## src/rtl/assert_macros.svh

```systemverilog
// Assertion macros shared by the slot allocator RTL.
`ifndef ASSERT_MACROS_SVH
`define ASSERT_MACROS_SVH

// Condition a implies condition c in the same cycle.
`define ASSERT_SAME(label, clk, rst, a, c, msg) \
   label: assert property (@(posedge clk) disable iff (rst) (a) |-> (c)) else $error(msg);

// Condition a implies condition c in the following cycle.
`define ASSERT_NEXT(label, clk, rst, a, c, msg) \
   label: assert property (@(posedge clk) disable iff (rst) (a) |=> (c)) else $error(msg);

// Condition c holds at every sampled edge.
`define ASSERT_ALWAYS(label, clk, rst, c, msg) \
   label: assert property (@(posedge clk) disable iff (rst) (c)) else $error(msg);

`endif

```

## src/rtl/ssba_pkg.sv

```systemverilog
// Package with the types, codes and constants of the slot allocator.
package ssba_pkg;

   localparam int FIELD_W       = 12;
   localparam int CTR_W         = 32;
   localparam int MAX_SLOTS_DEF = 4096;
   localparam int MAP_ROW_BITS  = 64;
   localparam int WORD_BITS_DEF = MAP_ROW_BITS;

   localparam logic [1:0] OP_ALLOC   = 2'd0;
   localparam logic [1:0] OP_FREE    = 2'd1;
   localparam logic [1:0] OP_ENABLE  = 2'd2;
   localparam logic [1:0] OP_DISABLE = 2'd3;

   localparam logic [2:0] STATUS_OK      = 3'd0;
   localparam logic [2:0] STATUS_NO_AREA = 3'd1;
   localparam logic [2:0] STATUS_FULL    = 3'd2;
   localparam logic [2:0] STATUS_INVALID = 3'd3;
   localparam logic [2:0] STATUS_BUSY    = 3'd4;
   localparam logic [2:0] STATUS_IGNORED = 3'd5;

   typedef enum logic [2:0] {
      S_IDLE,
      S_DECODE,
      S_SCAN,
      S_FREE_SEEK,
      S_FREE_UPD,
      S_BUILD
   } state_type;

   typedef struct packed {
      logic [1:0]         op;
      logic [FIELD_W-1:0] slot;
      logic [FIELD_W-1:0] size_slots;
   } req_type;

   typedef struct packed {
      logic [2:0]         status;
      logic [FIELD_W-1:0] granted_slot;
      logic [FIELD_W-1:0] slots_in_use;
      logic [FIELD_W-1:0] area_slots;
      logic               pager_on;
      logic               draining;
      logic [CTR_W-1:0]   full_refusals;
      logic [CTR_W-1:0]   no_area_refusals;
   } rsp_type;

endpackage

```

## src/rtl/ssba_map_ram.sv

```systemverilog
// Free-slot bitmap memory: one write port, one read port with registered data.
module ssba_map_ram #(
   parameter int DEPTH = 64,
   parameter int WIDTH = 64
) (
   input  logic                     clock,
   input  logic                     wr_en,
   input  logic [$clog2(DEPTH)-1:0] wr_addr,
   input  logic [WIDTH-1:0]         wr_data,
   input  logic [$clog2(DEPTH)-1:0] rd_addr,
   output logic [WIDTH-1:0]         rd_data
);

   logic [WIDTH-1:0] mem [DEPTH];
   logic [WIDTH-1:0] rd_data_ff;

   always_ff @(posedge clock) begin
      if (wr_en) begin
         mem[wr_addr] <= wr_data;
      end
      rd_data_ff <= mem[rd_addr];
   end

   assign rd_data = rd_data_ff;

endmodule

```

## src/rtl/ssba_ffs.sv

```systemverilog
// Find-first-set unit: lowest set bit of one bitmap row.
module ssba_ffs #(
   parameter int WIDTH = 64
) (
   input  logic [WIDTH-1:0]         data,
   output logic                     found,
   output logic [$clog2(WIDTH)-1:0] index
);

   localparam int IW = $clog2(WIDTH);

   always_comb begin
      index = '0;
      for (int i = WIDTH - 1; i >= 0; i--) begin
         if (data[i]) begin
            index = IW'(i);
         end
      end
   end

   assign found = |data;

endmodule

```

## src/rtl/swap_slot_bitmap_allocator.sv

```systemverilog
// Top level of the next-fit slot allocator: sequencer, row walker and counters.
// Words answered at decode give their result strobe straight from the decode state;
// allocate, free and an enable with a rebuild first step through rows of the map.
// The row walker steps one bitmap row per cycle through the map memory's read port, so
// one word is worked on at a time; the next is taken in the cycle of the strobe.
// Reset is synchronous and clears all control state and counters; the map memory is
// not swept, since it is rewritten in full before any row of it is read.
`include "assert_macros.svh"

module swap_slot_bitmap_allocator #(
   parameter int MAX_SLOTS = ssba_pkg::MAX_SLOTS_DEF,
   parameter int WORD_BITS = ssba_pkg::WORD_BITS_DEF
) (
   input  logic              clock,
   input  logic              reset,
   input  logic              start,
   output logic              busy,
   input  ssba_pkg::req_type req_data,
   output logic              rsp_strobe,
   output ssba_pkg::rsp_type rsp_data
);

   // Derived sizes. Slot numbers need IDX_W bits; the slot count, which may reach
   // MAX_SLOTS itself, needs one more. Comparisons against the 12-bit fields of a
   // word are made at EXT_W bits so that nothing is lost at either extreme.
   localparam int FW        = ssba_pkg::FIELD_W;
   localparam int CW        = ssba_pkg::CTR_W;
   localparam int MAP_WORDS = (MAX_SLOTS + WORD_BITS - 1) / WORD_BITS;
   localparam int WADDR_W   = $clog2(MAP_WORDS);
   localparam int BIT_W     = $clog2(WORD_BITS);
   localparam int IDX_W     = $clog2(MAX_SLOTS);
   localparam int CNT_W     = IDX_W + 1;
   localparam int EXT_W     = (CNT_W > FW + 1) ? CNT_W : FW + 1;
   localparam int K_W       = $clog2(MAP_WORDS + 2);

   // Sequencer and the request being served.
   ssba_pkg::state_type state_ff, state_in;
   ssba_pkg::req_type   req_ff, req_in;

   // Allocator state proper.
   logic               area_ff, area_in;
   logic               enabled_ff, enabled_in;
   logic [CNT_W-1:0]   slot_count_ff, slot_count_in;
   logic [IDX_W-1:0]   used_ff, used_in;
   logic [IDX_W-1:0]   rover_ff, rover_in;
   logic [WADDR_W-1:0] rover_row_ff, rover_row_in;
   logic [BIT_W-1:0]   rover_bit_ff, rover_bit_in;
   logic [CW-1:0]      full_cnt_ff, full_cnt_in;
   logic [CW-1:0]      no_area_cnt_ff, no_area_cnt_in;

   // Row walker: current row, slot number of its bit 0, and visit count.
   logic [WADDR_W-1:0] row_ff, row_in;
   logic [IDX_W-1:0]   base_ff, base_in;
   logic [K_W-1:0]     k_ff, k_in;

   // Copies of the walker that line up with the registered read data.
   logic               d_vld_ff, d_vld_in;
   logic [WADDR_W-1:0] d_row_ff, d_row_in;
   logic [IDX_W-1:0]   d_base_ff, d_base_in;
   logic [K_W-1:0]     d_k_ff, d_k_in;

   logic [BIT_W-1:0]   start_bit_ff, start_bit_in;
   logic [BIT_W-1:0]   bit_ff, bit_in;
   logic [CNT_W-1:0]   new_slots_ff, new_slots_in;

   // Result registers.
   logic               rsp_strobe_ff, rsp_strobe_in;
   logic [2:0]         status_ff, status_in;
   logic [IDX_W-1:0]   granted_ff, granted_in;

   // Memory and search unit connections.
   logic                 wr_en;
   logic [WADDR_W-1:0]   wr_addr;
   logic [WORD_BITS-1:0] wr_data;
   logic [WORD_BITS-1:0] rd_data;
   logic [WORD_BITS-1:0] scan_data;
   logic                 ffs_found;
   logic [BIT_W-1:0]     ffs_idx;

   // Working values.
   localparam logic [WORD_BITS-1:0] ONE = WORD_BITS'(1);
   logic [EXT_W-1:0]     cnt_ext, slot_ext, size_ext, slots_ext, rem_ext;
   logic [EXT_W-1:0]     nb_ext, bb_ext, diff_ext, next_ext;
   logic [WORD_BITS-1:0] low_mask, scan_mask, build_mask;
   logic [IDX_W-1:0]     slot_i, used_dec;
   logic [WADDR_W-1:0]   row_next;
   logic [IDX_W-1:0]     base_next;
   logic                 no_area_clean;

   ssba_map_ram #(
      .DEPTH (MAP_WORDS),
      .WIDTH (WORD_BITS)
   ) u_map (
      .clock   (clock),
      .wr_en   (wr_en),
      .wr_addr (wr_addr),
      .wr_data (wr_data),
      .rd_addr (row_ff),
      .rd_data (rd_data)
   );

   ssba_ffs #(
      .WIDTH (WORD_BITS)
   ) u_ffs (
      .data  (scan_data),
      .found (ffs_found),
      .index (ffs_idx)
   );

   // Operand extension and the walker's next-row and next-base arithmetic.
   assign cnt_ext   = EXT_W'(slot_count_ff);
   assign slot_ext  = EXT_W'(req_ff.slot);
   assign size_ext  = EXT_W'(req_ff.size_slots);
   assign slots_ext = size_ext + EXT_W'(1);
   assign rem_ext   = slot_ext - EXT_W'(base_ff);
   assign row_next  = (row_ff == WADDR_W'(MAP_WORDS - 1)) ? '0 : row_ff + WADDR_W'(1);
   assign base_next = (row_ff == WADDR_W'(MAP_WORDS - 1)) ? '0 :
                      base_ff + IDX_W'(WORD_BITS);

   // The first visit of the start row looks only at bits from the rover upwards, and
   // the closing visit of the same row only at the bits below it.
   assign low_mask  = (ONE << start_bit_ff) - ONE;
   always_comb begin
      if (d_k_ff == '0) begin
         scan_mask = ~low_mask;
      end else if (d_k_ff == K_W'(MAP_WORDS)) begin
         scan_mask = low_mask;
      end else begin
         scan_mask = '1;
      end
   end
   assign scan_data = rd_data & scan_mask;

   assign slot_i   = d_base_ff + IDX_W'(ffs_idx);
   assign next_ext = EXT_W'(slot_i) + EXT_W'(1);
   assign used_dec = (used_ff != '0) ? used_ff - IDX_W'(1) : used_ff;

   // Initial contents of one row for a new area: slots 1 to count-1 are free.
   assign nb_ext   = EXT_W'(new_slots_ff);
   assign bb_ext   = EXT_W'(base_ff);
   assign diff_ext = nb_ext - bb_ext;
   always_comb begin
      if (nb_ext <= bb_ext) begin
         build_mask = '0;
      end else if (diff_ext >= EXT_W'(WORD_BITS)) begin
         build_mask = '1;
      end else begin
         build_mask = (ONE << BIT_W'(diff_ext)) - ONE;
      end
      if (base_ff == '0) begin
         build_mask[0] = 1'b0;
      end
   end

   always_ff @(posedge clock) begin
      if (reset) begin
         state_ff       <= ssba_pkg::S_IDLE;
         area_ff        <= 1'b0;
         enabled_ff     <= 1'b0;
         slot_count_ff  <= '0;
         used_ff        <= '0;
         rover_ff       <= '0;
         rover_row_ff   <= '0;
         rover_bit_ff   <= '0;
         full_cnt_ff    <= '0;
         no_area_cnt_ff <= '0;
         d_vld_ff       <= 1'b0;
         rsp_strobe_ff  <= 1'b0;
      end else begin
         state_ff       <= state_in;
         area_ff        <= area_in;
         enabled_ff     <= enabled_in;
         slot_count_ff  <= slot_count_in;
         used_ff        <= used_in;
         rover_ff       <= rover_in;
         rover_row_ff   <= rover_row_in;
         rover_bit_ff   <= rover_bit_in;
         full_cnt_ff    <= full_cnt_in;
         no_area_cnt_ff <= no_area_cnt_in;
         d_vld_ff       <= d_vld_in;
         rsp_strobe_ff  <= rsp_strobe_in;
      end
   end

   always_ff @(posedge clock) begin
      req_ff       <= req_in;
      row_ff       <= row_in;
      base_ff      <= base_in;
      k_ff         <= k_in;
      d_row_ff     <= d_row_in;
      d_base_ff    <= d_base_in;
      d_k_ff       <= d_k_in;
      start_bit_ff <= start_bit_in;
      bit_ff       <= bit_in;
      new_slots_ff <= new_slots_in;
      status_ff    <= status_in;
      granted_ff   <= granted_in;
   end

   // Sequencer: decodes a word, then walks the map for allocate, free and an enable that rebuilds it.
   always_comb begin
      state_in       = state_ff;
      req_in         = req_ff;
      area_in        = area_ff;
      enabled_in     = enabled_ff;
      slot_count_in  = slot_count_ff;
      used_in        = used_ff;
      rover_in       = rover_ff;
      rover_row_in   = rover_row_ff;
      rover_bit_in   = rover_bit_ff;
      full_cnt_in    = full_cnt_ff;
      no_area_cnt_in = no_area_cnt_ff;
      row_in         = row_ff;
      base_in        = base_ff;
      k_in           = k_ff;
      d_vld_in       = 1'b0;
      d_row_in       = row_ff;
      d_base_in      = base_ff;
      d_k_in         = k_ff;
      start_bit_in   = start_bit_ff;
      bit_in         = bit_ff;
      new_slots_in   = new_slots_ff;
      rsp_strobe_in  = 1'b0;
      status_in      = status_ff;
      granted_in     = granted_ff;
      wr_en          = 1'b0;
      wr_addr        = row_ff;
      wr_data        = build_mask;

      case (state_ff)
         ssba_pkg::S_IDLE: begin
            if (start) begin
               req_in   = req_data;
               state_in = ssba_pkg::S_DECODE;
            end
         end

         ssba_pkg::S_DECODE: begin
            granted_in = '0;
            case (req_ff.op)
               ssba_pkg::OP_ALLOC: begin
                  if (!enabled_ff || !area_ff || cnt_ext < EXT_W'(2)) begin
                     no_area_cnt_in = no_area_cnt_ff + CW'(1);
                     status_in      = ssba_pkg::STATUS_NO_AREA;
                     rsp_strobe_in  = 1'b1;
                     state_in       = ssba_pkg::S_IDLE;
                  end else begin
                     // A rover outside the area restarts the search at slot 1.
                     if (rover_ff == '0 || EXT_W'(rover_ff) >= cnt_ext) begin
                        row_in       = '0;
                        base_in      = '0;
                        start_bit_in = BIT_W'(1);
                     end else begin
                        row_in       = rover_row_ff;
                        base_in      = rover_ff - IDX_W'(rover_bit_ff);
                        start_bit_in = rover_bit_ff;
                     end
                     k_in     = '0;
                     state_in = ssba_pkg::S_SCAN;
                  end
               end

               ssba_pkg::OP_FREE: begin
                  if (req_ff.slot == '0 || !area_ff || slot_ext >= cnt_ext) begin
                     status_in     = ssba_pkg::STATUS_IGNORED;
                     rsp_strobe_in = 1'b1;
                     state_in      = ssba_pkg::S_IDLE;
                  end else begin
                     row_in   = '0;
                     base_in  = '0;
                     state_in = ssba_pkg::S_FREE_SEEK;
                  end
               end

               ssba_pkg::OP_ENABLE: begin
                  new_slots_in = CNT_W'(slots_ext);
                  row_in       = '0;
                  base_in      = '0;
                  if (req_ff.size_slots == '0 || slots_ext > EXT_W'(MAX_SLOTS)) begin
                     status_in     = ssba_pkg::STATUS_INVALID;
                     rsp_strobe_in = 1'b1;
                     state_in      = ssba_pkg::S_IDLE;
                  end else if (area_ff && !enabled_ff) begin
                     status_in     = ssba_pkg::STATUS_BUSY;
                     rsp_strobe_in = 1'b1;
                     state_in      = ssba_pkg::S_IDLE;
                  end else if (area_ff && cnt_ext == slots_ext) begin
                     status_in     = ssba_pkg::STATUS_OK;
                     rsp_strobe_in = 1'b1;
                     state_in      = ssba_pkg::S_IDLE;
                  end else if (area_ff && used_ff != '0) begin
                     // A resize with slots still out leaves the old area draining.
                     enabled_in    = 1'b0;
                     status_in     = ssba_pkg::STATUS_BUSY;
                     rsp_strobe_in = 1'b1;
                     state_in      = ssba_pkg::S_IDLE;
                  end else begin
                     state_in = ssba_pkg::S_BUILD;
                  end
               end

               ssba_pkg::OP_DISABLE: begin
                  enabled_in    = 1'b0;
                  rsp_strobe_in = 1'b1;
                  state_in      = ssba_pkg::S_IDLE;
                  if (!area_ff) begin
                     status_in = ssba_pkg::STATUS_IGNORED;
                  end else begin
                     status_in = ssba_pkg::STATUS_OK;
                     if (used_ff == '0) begin
                        area_in       = 1'b0;
                        slot_count_in = '0;
                        used_in       = '0;
                        rover_in      = '0;
                        rover_row_in  = '0;
                        rover_bit_in  = '0;
                     end
                  end
               end

               default: begin
                  state_in = ssba_pkg::S_IDLE;
               end
            endcase
         end

         ssba_pkg::S_SCAN: begin
            // One row is requested per cycle; the row whose read data has just arrived is examined.
            row_in   = row_next;
            base_in  = base_next;
            k_in     = k_ff + K_W'(1);
            d_vld_in = (k_ff <= K_W'(MAP_WORDS));
            if (d_vld_ff && ffs_found) begin
               wr_en          = 1'b1;
               wr_addr        = d_row_ff;
               wr_data        = rd_data & ~(ONE << ffs_idx);
               used_in        = used_ff + IDX_W'(1);
               granted_in     = slot_i;
               status_in      = ssba_pkg::STATUS_OK;
               rsp_strobe_in  = 1'b1;
               state_in       = ssba_pkg::S_IDLE;
               if (next_ext >= cnt_ext) begin
                  rover_in     = IDX_W'(1);
                  rover_row_in = '0;
                  rover_bit_in = BIT_W'(1);
               end else begin
                  rover_in = IDX_W'(next_ext);
                  if (ffs_idx == BIT_W'(WORD_BITS - 1)) begin
                     rover_row_in = d_row_ff + WADDR_W'(1);
                     rover_bit_in = '0;
                  end else begin
                     rover_row_in = d_row_ff;
                     rover_bit_in = ffs_idx + BIT_W'(1);
                  end
               end
            end else if (d_vld_ff && d_k_ff == K_W'(MAP_WORDS)) begin
               full_cnt_in   = full_cnt_ff + CW'(1);
               status_in     = ssba_pkg::STATUS_FULL;
               rsp_strobe_in = 1'b1;
               state_in      = ssba_pkg::S_IDLE;
            end
         end

         ssba_pkg::S_FREE_SEEK: begin
            // Step row by row until the slot falls inside the current row.
            if (rem_ext < EXT_W'(WORD_BITS)) begin
               bit_in   = BIT_W'(rem_ext);
               state_in = ssba_pkg::S_FREE_UPD;
            end else begin
               row_in  = row_next;
               base_in = base_next;
            end
         end

         ssba_pkg::S_FREE_UPD: begin
            rsp_strobe_in = 1'b1;
            state_in      = ssba_pkg::S_IDLE;
            if (!rd_data[bit_ff]) begin
               wr_en        = 1'b1;
               wr_data      = rd_data | (ONE << bit_ff);
               used_in      = used_dec;
               rover_in     = IDX_W'(slot_ext);
               rover_row_in = row_ff;
               rover_bit_in = bit_ff;
               status_in    = ssba_pkg::STATUS_OK;
            end else begin
               status_in = ssba_pkg::STATUS_IGNORED;
            end
            // The last slot back from a disabled area releases it.
            if (used_in == '0 && !enabled_ff) begin
               area_in       = 1'b0;
               slot_count_in = '0;
               used_in       = '0;
               rover_in      = '0;
               rover_row_in  = '0;
               rover_bit_in  = '0;
            end
         end

         ssba_pkg::S_BUILD: begin
            wr_en   = 1'b1;
            row_in  = row_next;
            base_in = base_next;
            if (row_ff == WADDR_W'(MAP_WORDS - 1)) begin
               area_in       = 1'b1;
               enabled_in    = 1'b1;
               slot_count_in = new_slots_ff;
               used_in       = '0;
               rover_in      = IDX_W'(1);
               rover_row_in  = '0;
               rover_bit_in  = BIT_W'(1);
               status_in     = ssba_pkg::STATUS_OK;
               rsp_strobe_in = 1'b1;
               state_in      = ssba_pkg::S_IDLE;
            end
         end

         default: begin
            state_in = ssba_pkg::S_IDLE;
         end
      endcase
   end

   // Outputs. The result fields come straight from registers.
   assign busy       = (state_ff != ssba_pkg::S_IDLE);
   assign rsp_strobe = rsp_strobe_ff;

   always_comb begin
      rsp_data.status           = status_ff;
      rsp_data.granted_slot     = FW'(EXT_W'(granted_ff));
      rsp_data.slots_in_use     = FW'(EXT_W'(used_ff));
      rsp_data.area_slots       = (slot_count_ff == '0) ? '0 :
                                  FW'(EXT_W'(slot_count_ff - CNT_W'(1)));
      rsp_data.pager_on         = enabled_ff;
      rsp_data.draining         = area_ff && !enabled_ff;
      rsp_data.full_refusals    = full_cnt_ff;
      rsp_data.no_area_refusals = no_area_cnt_ff;
   end

   // Without an area nothing may be left in use, counted or enabled.
   assign no_area_clean = (used_ff == '0) && (slot_count_ff == '0) && !enabled_ff;

   `ASSERT_SAME(a_strobe_idle, clock, reset, rsp_strobe_ff, !busy, "strobe while busy")
   `ASSERT_NEXT(a_accept_busy, clock, reset, start && !busy, busy && !rsp_strobe_ff, "not busy")
   `ASSERT_NEXT(a_single_strobe, clock, reset, rsp_strobe_ff, !rsp_strobe_ff, "double strobe")
   `ASSERT_ALWAYS(a_no_area_empty, clock, reset, area_ff || no_area_clean, "stale area state")
   `ASSERT_ALWAYS(a_used_ok, clock, reset, !area_ff || EXT_W'(used_ff) < cnt_ext, "used too high")

endmodule
```

## config.mk

```make
export PLATFORM = sky130hd
export DESIGN_NAME = swap_slot_bitmap_allocator
export DESIGN_NICKNAME = d
export VERILOG_FILES = /design/src/rtl/ssba_pkg.sv /design/src/rtl/ssba_map_ram.sv /design/src/rtl/ssba_ffs.sv /design/src/rtl/swap_slot_bitmap_allocator.sv
export VERILOG_INCLUDE_DIRS = /design/src /design/src/rtl
export SDC_FILE = /design/constraint.sdc
export NUM_CORES = 2
export LEC_CHECK = 0
export BUFFER_PORTS_ARGS = -buffer_cell sky130_fd_sc_hd__buf_2
export CAP_MARGIN = 10
export CORE_ASPECT_RATIO = 1.2
export CORE_MARGIN = 3
export CORE_UTILIZATION = 50
export CTS_BUF_LIST = sky130_fd_sc_hd__clkbuf_16
export CTS_CLUSTER_DIAMETER = 150
export CTS_CLUSTER_SIZE = 10
export DETAILED_ROUTE_END_ITERATION = 6
export PLACE_DENSITY_LB_ADDON = 0.2
export SLEW_MARGIN = 10
export SYNTH_ARGS = -nofsm -noshare
export SYNTH_HDL_FRONTEND = slang
export SYNTH_SLANG_ARGS = --single-unit
```

## constraint.sdc

```tcl
create_clock -name clock -period 11.45 [get_ports clock]
set_input_delay 3.435 -clock clock [delete_from_list [all_inputs] [get_ports clock]]
set_output_delay 3.435 -clock clock [all_outputs]
set_load 0.01 [all_outputs]
```

==> out/results.txt <==
CTS Buf Count: 478
vias per cell: 6.89
largest family of logic cells by synthesized area: multiplexers
multiplexer fraction of the synthesized cell area: 14.6%
final critical-path share of the clock period: 83.1%
gr usage total: 31.8%
top_reg_cell synth: sky130_fd_sc_hd__edfxtp_1
family with the most delay on the worst path: compound AO/OA/AOI/OAI gates
endpoint type of the worst setup path: flop
post-synthesis cell area: 0.179 sq mm
area of the multi-input gates: 0.0482 sq mm
critical path buffer and inverter count: 6
proportion of power drawn by flip-flops and latches: 54.0%
reg-to-reg endpoint: rover_bit_ff[1]$_SDFFE_PP0P_
RSZ-0062 raised after global routing: no
overflow left after global routing: 0
class of the tightest hold or removal check: flop to flop
slack of the worst reg-to-reg path: 1.94 ns
Fmax: 105 MHz
CTS Hold Buffers Added: 0
Core Box Area: 0.357 sq mm
TritonCTS sink count: 4396
cell depth of the worst hold path: 0
synthesized flop and latch total: 4396
number of instances in the synthesized netlist: 9719
synthesis-to-finish area growth: 12.6%
DR DRC count: 0
EDFF count, synth: 4187
detailed-routing iteration count for the pre-antenna-repair pass: 7
final hold violation count: 0
Ys Warns: 0
delay contributed by the slowest stage of the critical path: 0.77 ns
total wire length after detailed routing: 589000 microns
PwrDens: 163 mW/mm^2
clock tree from TritonCTS: yes
worst setup skew after layout: 0.0811 ns
shortest clock period the worst path allows after layout: 9.51 ns
detailed placement HPWL: 339000 microns
critical path's most frequent cell: sky130_fd_sc_hd__buf_4
synthesized net count: 9851
depth of the most critical reg-to-reg path: 35
fraction of power spent switching nets: 22.0%
maximum number of pins on one net before global-route repair: 116
outcome: completed
Routability Congestion: 0.964
ratio of cells with drive above 1 in the final layout: 21.8%
Final ANT Viol Nets: 0
Storage cell area: 0.130 sq mm
Setup violations, final: 0
Max stage delay cell, worst path: sky130_fd_sc_hd__edfxtp_1
Ports: 136
initial antenna violation count: 24
chip height: 662 microns
logic gate share of total power: 5.1%
vias in the first global route: 102000
share of synthesized cell area in full adder, half adder and majority cells: 0.735%
static leakage power: 64.0 nW
wire length of the first global-routing pass: 817000 microns
Internal Pwr Total: 0.0257 W
end point of the most critical hold path: d_k_ff[6]$_DFF_P_
Die Outline Area: 0.366 sq mm
most frequent cells in the layout: sky130_fd_sc_hd__edfxtp_1, sky130_fd_sc_hd__mux4_2, sky130_fd_sc_hd__clkbuf_16
max-slew headroom at the worst pin: 9.43%
total of max-cap violations: 0
share of async-settable or async-resettable flops after synthesis: 0%
synthesized area divided by synthesized cell count: 18.5 sq um
row count: 240
FILL cells: 26700
initial detailed-routing violation count: 14600
total net switching power: 0.00726 W
WL/cell: 39.0 microns
largest driver fanout on the critical path: 25
Fin Setup TNS: 0 ns
effective utilization at floorplan: 50.3%
number of vias in the routed layout: 104000
Pwr Total: 0.0330 W
worst reg2reg startpoint: start_bit_ff[5]$_SDFFCE_PP0P_
number of nets in the layout: 10200
HP Start: d_k_in[6]$_SDFFCE_PN0P_
XOR/XNOR Fraction of Synth Area: 0.924%
register area share after synthesis: 72.4%
Compound-Gate Fraction of Synth Area: 6.09%
Port Buffers: 135
Clock power frac: 40.9%
Worst setup SP type: flop
horizontal die dimension: 553 microns
most common cell after layout, fill and taps aside: sky130_fd_sc_hd__edfxtp_1
final number of max-transition violations: 0
H-tree lvl count: 5
number of distinct standard cells referenced by the synthesized netlist: 111
later-pin clock latency in the skew report: 1.02 ns
buffer depth of the longest clock path: 4
buffer type at the clock tree root: sky130_fd_sc_hd__clkbuf_16
critical path arrival: 10.40 ns
setup repair bufs after CTS: 0
kind of critical path: flop to flop
final-layout worst hold slack: 0.470 ns
synthesized-area fraction occupied by and/or/nand/nor cells: 3.72%
slew at the pin with the worst max-slew slack: 1.36 ns
CTS clock-pin slew for the worst setup and hold paths: 0.07 ns
worst path required time: 12.33 ns
number of cells upsized or downsized after cts: 0
maximum VDD drop: 0.132 mV
==> power groups by stage <==
stage               Combinational, W  Clock (W)  Sequential, W
floorplan                    0.00101          0         0.0181
global placement             0.00163          0         0.0181
detailed placement           0.00166          0         0.0181
CTS                          0.00166     0.0137         0.0178
global route                 0.00177     0.0143         0.0178
finish                       0.00168     0.0135         0.0178
==> worst max-delay path by stage <==
stage,from,endpoint,slack [ns],cells past startpoint
CTS,start_bit_ff[5]$_SDFFCE_PP0P_,rover_bit_ff[3]$_SDFFE_PP0P_,2.06,35
finish,start_bit_ff[5]$_SDFFCE_PP0P_,rover_bit_ff[1]$_SDFFE_PP0P_,1.94,35
detailed placement,start_bit_ff[5]$_SDFFCE_PP0P_,rover_row_ff[1]$_SDFFE_PP0P_,2.13,36
global route,start_bit_ff[5]$_SDFFCE_PP0P_,rover_ff[6]$_SDFFE_PP0P_,1.26,36
global placement,start_bit_ff[5]$_SDFFCE_PP0P_,rover_row_ff[1]$_SDFFE_PP0P_,1.92,39
floorplan,start_bit_ff[1]$_SDFFCE_PP0P_,rover_ff[10]$_SDFFE_PP0P_,3.47,36
==> state kept, by name, summed over array words and instances, names as in the netlist, 3 cells and up <==
register	count
base_ff	12
bit_ff	6
cnt_ext	13
d_base_ff	12
d_k_ff	7
d_k_in	7
d_row_ff	6
d_row_in	6
full_cnt_ff	32
granted_ff	12
nb_ext	13
no_area_cnt_ff	32
req_ff	26
rover_bit_ff	6
rover_ff	12
rover_row_ff	6
start_bit_ff	6
state_ff	3
status_ff	3
u_map.mem	4096
u_map.rd_data	64
used_ff	12
==> cells by family after synthesis <==
kind of cell	after synthesis
compound gates	1637
simple gates	1308
xor+xnor	169
buf+inv	710
mux	1396
fa+ha+maj	103
flops	4396
==> routing by layer <==
metal	track usage [%]	up-vias	wire, microns	share of wire, %
li1	-	41000	-	-
met1	43.4	55500	225000	38
met2	50.9	6287	281000	48
met3	5.37	1172	53800	9.1
met4	13.9	6	29000	4.9
met5	0	-	40	0.0068
==> layout make-up <==
cell class                      instances  area share (%)
Antenna cell                           11          0.0136
Clock buffer                          481            5.95
Clock inverter                        245           0.640
Inverter                              110           0.207
Multi-Input combinational cell       4613            23.8
Sequential cell                      4396            64.3
Tap cell                             4719            2.92
Timing Repair Buffer                  510            2.17
==> cell usage after synthesis (29+ instances only) <==
cell | n | area share (%)
sky130_fd_sc_hd__a211oi_1 | 110 | 0.46
sky130_fd_sc_hd__a21o_1 | 39 | 0.16
sky130_fd_sc_hd__a21oi_1 | 313 | 0.87
sky130_fd_sc_hd__a22oi_1 | 29 | 0.12
sky130_fd_sc_hd__a31oi_1 | 84 | 0.29
sky130_fd_sc_hd__and2_1 | 42 | 0.15
sky130_fd_sc_hd__and3_1 | 47 | 0.16
sky130_fd_sc_hd__buf_1 | 126 | 0.26
sky130_fd_sc_hd__buf_2 | 49 | 0.14
sky130_fd_sc_hd__clkbuf_1 | 408 | 0.85
sky130_fd_sc_hd__dfxtp_1 | 209 | 2.3
sky130_fd_sc_hd__edfxtp_1 | 4187 | 70
sky130_fd_sc_hd__ha_1 | 99 | 0.69
sky130_fd_sc_hd__inv_1 | 108 | 0.23
sky130_fd_sc_hd__mux2_2 | 39 | 0.24
sky130_fd_sc_hd__mux2i_1 | 383 | 2.1
sky130_fd_sc_hd__mux4_2 | 971 | 12
sky130_fd_sc_hd__nand2_1 | 248 | 0.52
sky130_fd_sc_hd__nand2b_1 | 32 | 0.11
sky130_fd_sc_hd__nand3_1 | 125 | 0.35
sky130_fd_sc_hd__nand4_1 | 58 | 0.20
sky130_fd_sc_hd__nor2_1 | 419 | 0.88
sky130_fd_sc_hd__nor2b_1 | 47 | 0.16
sky130_fd_sc_hd__nor3_1 | 76 | 0.21
sky130_fd_sc_hd__nor4_1 | 54 | 0.19
sky130_fd_sc_hd__o211ai_1 | 58 | 0.24
sky130_fd_sc_hd__o21ai_0 | 350 | 0.98
sky130_fd_sc_hd__o221ai_1 | 192 | 0.94
sky130_fd_sc_hd__o22ai_1 | 173 | 0.60
sky130_fd_sc_hd__xnor2_1 | 93 | 0.45
sky130_fd_sc_hd__xor2_1 | 63 | 0.31
==> through the flow <==
| stage | setup slack [ns] | instances | area, sq um | utilization, % |
|---|---|---|---|---|
| 2_1_floorplan | 3.47 | 9719 | 180000 | - |
| 3_3_place_gp | 1.92 | 14300 | 189000 | 52.9 |
| 3_5_place_dp | 2.13 | 14300 | 189000 | 52.9 |
| 4_1_cts | 2.06 | 15100 | 202000 | 56.7 |
| 5_1_grt | 1.26 | 15100 | 202000 | 56.7 |
| 6_report | 1.94 | 15100 | 202000 | 56.7 |
(Power assumes the default switching activity.)
